## src/hw/rtl/assert_macros.svh

```systemverilog
// ---------------------------------------------------------------------------
// Assertion macros
// Concurrent assertion wrappers for the RTL; define ASSERT_OFF to drop.
// ---------------------------------------------------------------------------
`ifndef ASSERT_MACROS_SVH
`define ASSERT_MACROS_SVH
`ifndef ASSERT_OFF
// check on every edge outside reset
`define ASSERT_RST(lbl, clk, rst_n, prop, msg) \
    lbl: assert property (@(posedge clk) disable iff (!rst_n) prop) else $error(msg);
// check on every edge, reset included
`define ASSERT_ALW(lbl, clk, prop, msg) \
    lbl: assert property (@(posedge clk) prop) else $error(msg);
`else
`define ASSERT_RST(lbl, clk, rst_n, prop, msg)
`define ASSERT_ALW(lbl, clk, prop, msg)
`endif
`endif

```

## src/hw/rtl/ill_pkg.sv

```systemverilog
// ---------------------------------------------------------------------------
// ill_pkg
// Command and status codes, field widths and link store control.
// ---------------------------------------------------------------------------
package ill_pkg;

    localparam int POS_W       = 9;
    localparam int IN_WORD_W   = 32;
    localparam int OUT_WORD_W  = 32;
    localparam int OUT_COUNT_W = 9;

    typedef enum logic [1:0] {
        OP_INSERT = 2'd0,
        OP_REMOVE = 2'd1,
        OP_READ   = 2'd2,
        OP_CLEAR  = 2'd3
    } t_op;

    typedef enum logic [1:0] {
        ST_OK    = 2'd0,
        ST_RANGE = 2'd1,
        ST_FULL  = 2'd2
    } t_status;

    typedef struct packed {
        logic wr_en;
        logic clear;
    } t_lk_ctl;

endpackage

```

## src/hw/rtl/ill_link_store.sv

```systemverilog
// ---------------------------------------------------------------------------
// ill_link_store
// Next-link memory with a high-water mark: slots at or above it read as the
// reset free chain, so reset and clear need no sweep.
// ---------------------------------------------------------------------------
module ill_link_store #(
    parameter int CAPACITY = 256
) (
    input  logic                          i_clk,
    input  logic                          i_rst_n,
    input  ill_pkg::t_lk_ctl              i_ctl,
    input  logic [$clog2(CAPACITY)-1:0]   i_rd_addr,
    input  logic [$clog2(CAPACITY)-1:0]   i_wr_addr,
    input  logic [$clog2(CAPACITY)-1:0]   i_wr_data,
    output logic [$clog2(CAPACITY)-1:0]   o_rd_data
);
    import ill_pkg::*;

    localparam int SLW = $clog2(CAPACITY);
    localparam int CW  = $clog2(CAPACITY + 1);

    logic [SLW-1:0] r_mem [CAPACITY];
    logic [SLW-1:0] r_q;
    logic [SLW-1:0] r_fresh_val;
    logic           r_fresh;
    logic [CW-1:0]  r_hwm;

    logic [SLW-1:0] chain_val;
    logic           rd_fresh;

    // reset chain: slot i links to i+1, last slot wraps to 0
    assign chain_val = (i_rd_addr == SLW'(CAPACITY - 1)) ? '0
                                                         : SLW'(i_rd_addr + SLW'(1));
    assign rd_fresh  = (CW'(i_rd_addr) >= r_hwm);

    always_ff @(posedge i_clk) begin
        if (i_ctl.wr_en) begin
            r_mem[i_wr_addr] <= i_wr_data;
        end
        r_q         <= r_mem[i_rd_addr];
        r_fresh     <= rd_fresh;
        r_fresh_val <= chain_val;
    end

    // slots are first written in allocation order, so the mark only steps by one
    always_ff @(posedge i_clk) begin
        if (!i_rst_n) begin
            r_hwm <= '0;
        end else if (i_ctl.clear) begin
            r_hwm <= '0;
        end else if (i_ctl.wr_en && (CW'(i_wr_addr) == r_hwm)) begin
            r_hwm <= CW'(r_hwm + CW'(1));
        end
    end

    assign o_rd_data = r_fresh ? r_fresh_val : r_q;

endmodule

```

## config.mk

```make
export PLATFORM = sky130hd
export DESIGN_NAME = ill_link_store
export DESIGN_NICKNAME = d
export VERILOG_FILES = /design/src/hw/rtl/assert_macros.svh /design/src/hw/rtl/ill_pkg.sv /design/src/hw/rtl/ill_link_store.sv
export SDC_FILE = /design/constraint.sdc
export NUM_CORES = 2
export LEC_CHECK = 0
export ABC_AREA = 1
export BUFFER_PORTS_ARGS = -buffer_cell sky130_fd_sc_hd__clkbuf_2
export CORE_ASPECT_RATIO = 0.75
export CORE_MARGIN = 4
export CORE_UTILIZATION = 45
export DETAILED_ROUTE_END_ITERATION = 7
export PLACE_DENSITY = 0.56
export SYNTH_ARGS = -nofsm -noshare
export SYNTH_HDL_FRONTEND = slang
export SYNTH_SLANG_ARGS = --single-unit
export TNS_END_PERCENT = 20
```

## constraint.sdc

```tcl
create_clock -name i_clk -period 2.2 [get_ports i_clk]
set_input_delay 0.33 -clock i_clk [delete_from_list [all_inputs] [get_ports i_clk]]
set_output_delay 0.33 -clock i_clk [all_outputs]
set_load 0.01 [all_outputs]
```

==> flow_summary.json <==
{
  "drv_cap": 0,
  "htree_levels": 4,
  "cts_buffer_depth": 3,
  "finalNonFillerCells": 11010,
  "drt-total-wl_mm": 256.8,
  "async_flop_share_pct": 0,
  "max_freq_mhz": 464.7,
  "crit_slowest_cell": "dfxtp_4",
  "dr.pass1.iters": 6,
  "path_cells": "mux2_2 > clkbuf_2",
  "fin_area_um2": 101400,
  "slowest_delay_ns": 0.45,
  "cts_buffers": 200,
  "status": "completed",
  "via_per_inst": 5.469,
  "postSynthCellCount": 7809,
  "yosysMostFrequentCell": "nand2_1",
  "intPower_mw": 64.04,
  "yosys.area_share.xor_xnor_pct": 0.1014,
  "drt-initial-drc-count": 7322,
  "hold_path.class": "in -> reg",
  "synthSimpleGateAreaFrac_pct": 22.03,
  "critPathRequiredTime_ns": 1.87,
  "dpl.hpwl_mm": 162.9,
  "drc": 0,
  "clkTransAtPathRegs_ns": 0.06,
  "synth_mux_area_share_pct": 0.1043,
  "fin_crit_ns": 2.152,
  "placement.cell_area_um2": 94900,
  "p_total_mw": 83.34,
  "grt_usage_pct": 25.51,
  "powerDensity_nw_per_um2": 822.1,
  "report.final.slew_viol_count": 0,
  "worst_slew_pin_slew_ns": 0.6345,
  "relSlewSlack_pct": 57.70,
  "comb_power_share_pct": 7.3,
  "ys_types": 29,
  "p_switching_mw": 19.30,
  "ys_seq_area_share_pct": 71.81,
  "cp-end-kind": "output port",
  "cts_setup_buffers": 0,
  "placed_cells": 10610,
  "setup_slack_ns": 0.04788,
  "pre_cts_slack_ns": -0.5130,
  "grt_pass1_wl_mm": 378.8,
  "yosys_warnings": 0,
  "period_share_pct": 97.82,
  "routed-via-count": 60200,
  "critPathBufInv": 1,
  "netlist_top_cells_area": "edfxtp_1, nand2_1, nand3_1, nor2_1, inv_1",
  "syn_avg_cell_area_um2": 11.06,
  "fp.coreArea_um2": 189800,
  "yosys.area.top_type_share_pct": 71.21,
  "syn_nets": 7847,
  "synth_edf_count": 2048,
  "hold_violations": 0,
  "syn_to_final_growth_pct": 17.38,
  "synth_area_um2": 86360,
  "die_width_um": 513.9,
  "fin_skew_ns": 0.04802,
  "synthAdderAreaFrac_pct": 0.1449,
  "ys.flop_type": "edfxtp_1",
  "final_nets": 8347,
  "drive_gt1_share_pct": 12.38,
  "post_drt_wl_per_cell_um": 23.33,
  "routabilityCongestion": 0.8907,
  "io_buffers": 35,
  "fin_tns_setup_ns": 0,
  "criticalPathCategory": "reg -> out",
  "dieArea_um2": 199100,
  "yosysTopAreaCell": "edfxtp_1",
  "p_seq_share_pct": 52.2,
  "clkPwrFrac_pct": 40.5,
  "ios": 36,
  "critical_path.top_delay_family": "flip-flops",
  "synth_common_cells": "nand2_1, edfxtp_1, nand3_1",
  "num_rows": 138,
  "antenna_found_initial": 16,
  "cp.arrival_ns": 1.82,
  "regArea_um2": 62020,
  "cts_tree": "yes",
  "synth_top_family_by_area": "simple AND/OR/NAND/NOR gates",
  "root_buffer": "clkbuf_16",
  "synth-compound-area-share_pct": 1.427,
  "fp.dieH_um": 387.4,
  "multiInputGateArea_um2": 20600,
  "power.leakage_nw": 38.62,
  "antenna_left": 0,
  "grt_pass1_vias": 56650,
  "finalHoldWorstSlack_ns": 0.1074,
  "start_kind": "flip-flop",
  "peakVddDrop_mv": 0.8075,
  "rsz0062_at_grt": "no",
  "ys_ff_latch": 2074,
  "initial_core_util_pct": 45.51,
  "post-route-util_pct": 53.42,
  "cts_sinks": 2074,
  "finalSetupViolations": 0,
  "grt_overflow": 0,
  "switching_share_pct": 23.16,
  "clock_latency_ns": 0.83,
  "grt_max_degree": 79,
  "fillers": 16280,
  "critPathMaxFanout": 8
}
## area by class of cell
class / count / area share (%)
diodes: 10 / 0.02468
clock buffers: 260 / 5.252
clock inverters: 111 / 0.9639
inverters: 429 / 1.616
multi-input cells: 4827 / 20.32
flip-flops and latches: 2074 / 61.18
well taps: 2520 / 3.110
repair buffers: 777 / 7.532
## registers in the layout, summed over array words and instances (netlist names)
register	cells
r_fresh	1
r_hwm	9
r_q	8
r_fresh_val	8
r_mem	2048
## placed cells by master (no fill, tap or decap), drive strengths merged
| master | netlist | layout |
|---|---|---|
| nand2 | 2459 | 2459 |
| a211oi | 1 | 1 |
| xor2 | 9 | 9 |
| a31oi | 1 | 1 |
| bufinv | 0 | 14 |
| o211ai | 33 | 33 |
| o2111ai | 1 | 1 |
| clkinvlp | 0 | 2 |
| nand4 | 4 | 4 |
| nor3b | 3 | 3 |
| clkbuf | 165 | 283 |
| buf | 314 | 740 |
| dfxtp | 26 | 26 |
| o22ai | 1 | 1 |
| edfxtp | 2048 | 2048 |
| mux2 | 8 | 8 |
| inv | 426 | 435 |
| nand3 | 1465 | 1465 |
| nor2 | 631 | 631 |
| clkinv | 3 | 89 |
| nor4 | 3 | 3 |
| o21ai | 164 | 164 |
| xnor2 | 1 | 1 |
| a21oi | 27 | 27 |
| nor3 | 6 | 6 |
| ha | 10 | 10 |
| dlygate4sd3 | 0 | 14 |
| diode | 0 | 10 |
## logic make-up (layout without fill, tap and decap cells)
| family | after synthesis | in the layout |
|---|---|---|
| simple gates | 4571 | 4571 |
| compound gates | 228 | 228 |
| fa+ha+maj | 10 | 10 |
| flops | 2074 | 2074 |
| xor+xnor | 10 | 10 |
| other cells | 0 | 10 |
| mux | 8 | 8 |
| buf+inv | 908 | 1577 |
## power by group through the flow
stage	clock [mW]	sequential [mW]	combinational (mW)
2_1_floorplan	0	44.4	2.78
5_1_grt	36.1	43.5	6.55
6_report	33.7	43.5	6.07
3_3_place_gp	0	44.4	5.97
3_5_place_dp	0	44.4	6.00
4_1_cts	34.2	43.5	6.05
## layer usage
metal | vias to the layer above | track usage [%] | wire length (um)
met1 | 29360 | 39.02 | 115200
met5 | - | 0 | 0
li1 | 27730 | - | -
met3 | 391 | 4.924 | 23850
met2 | 2725 | 37.08 | 110800
met4 | 0 | 7.214 | 7046
## path summary, 6_finish.rpt
kind | startpoint | end | slack, ns | cells past startpoint
worst max-delay path | r_fresh$_DFF_P_ | o_rd_data[1] | 0.05 | 2
worst min-delay path | i_wr_addr[6] | r_hwm[4]$_SDFFE_PP0P_ | 0.11 | 6
worst max register to register | r_mem[216][0]$_DFFE_PP_ | r_q[0]$_DFF_P_ | 0.26 | 12
worst min register to register | r_hwm[8]$_SDFFE_PP0P_ | r_fresh$_DFF_P_ | 0.47 | 1
## what timing repair did
item,CTS,global route
resized for setup,3,0
endpoints found under the setup margin,8,0
hold endpoints to repair,190,0
hold buffers,14,0
## tightest hold or removal path, delay by kind of cell
kind / cells / cell delay (ns)
compound gates: 1 / 0.06
buf+inv: 1 / 0.16
simple gates: 3 / 0.22
xor+xnor: 1 / 0.10
Note: power is estimated with default switching activity, not from simulation.
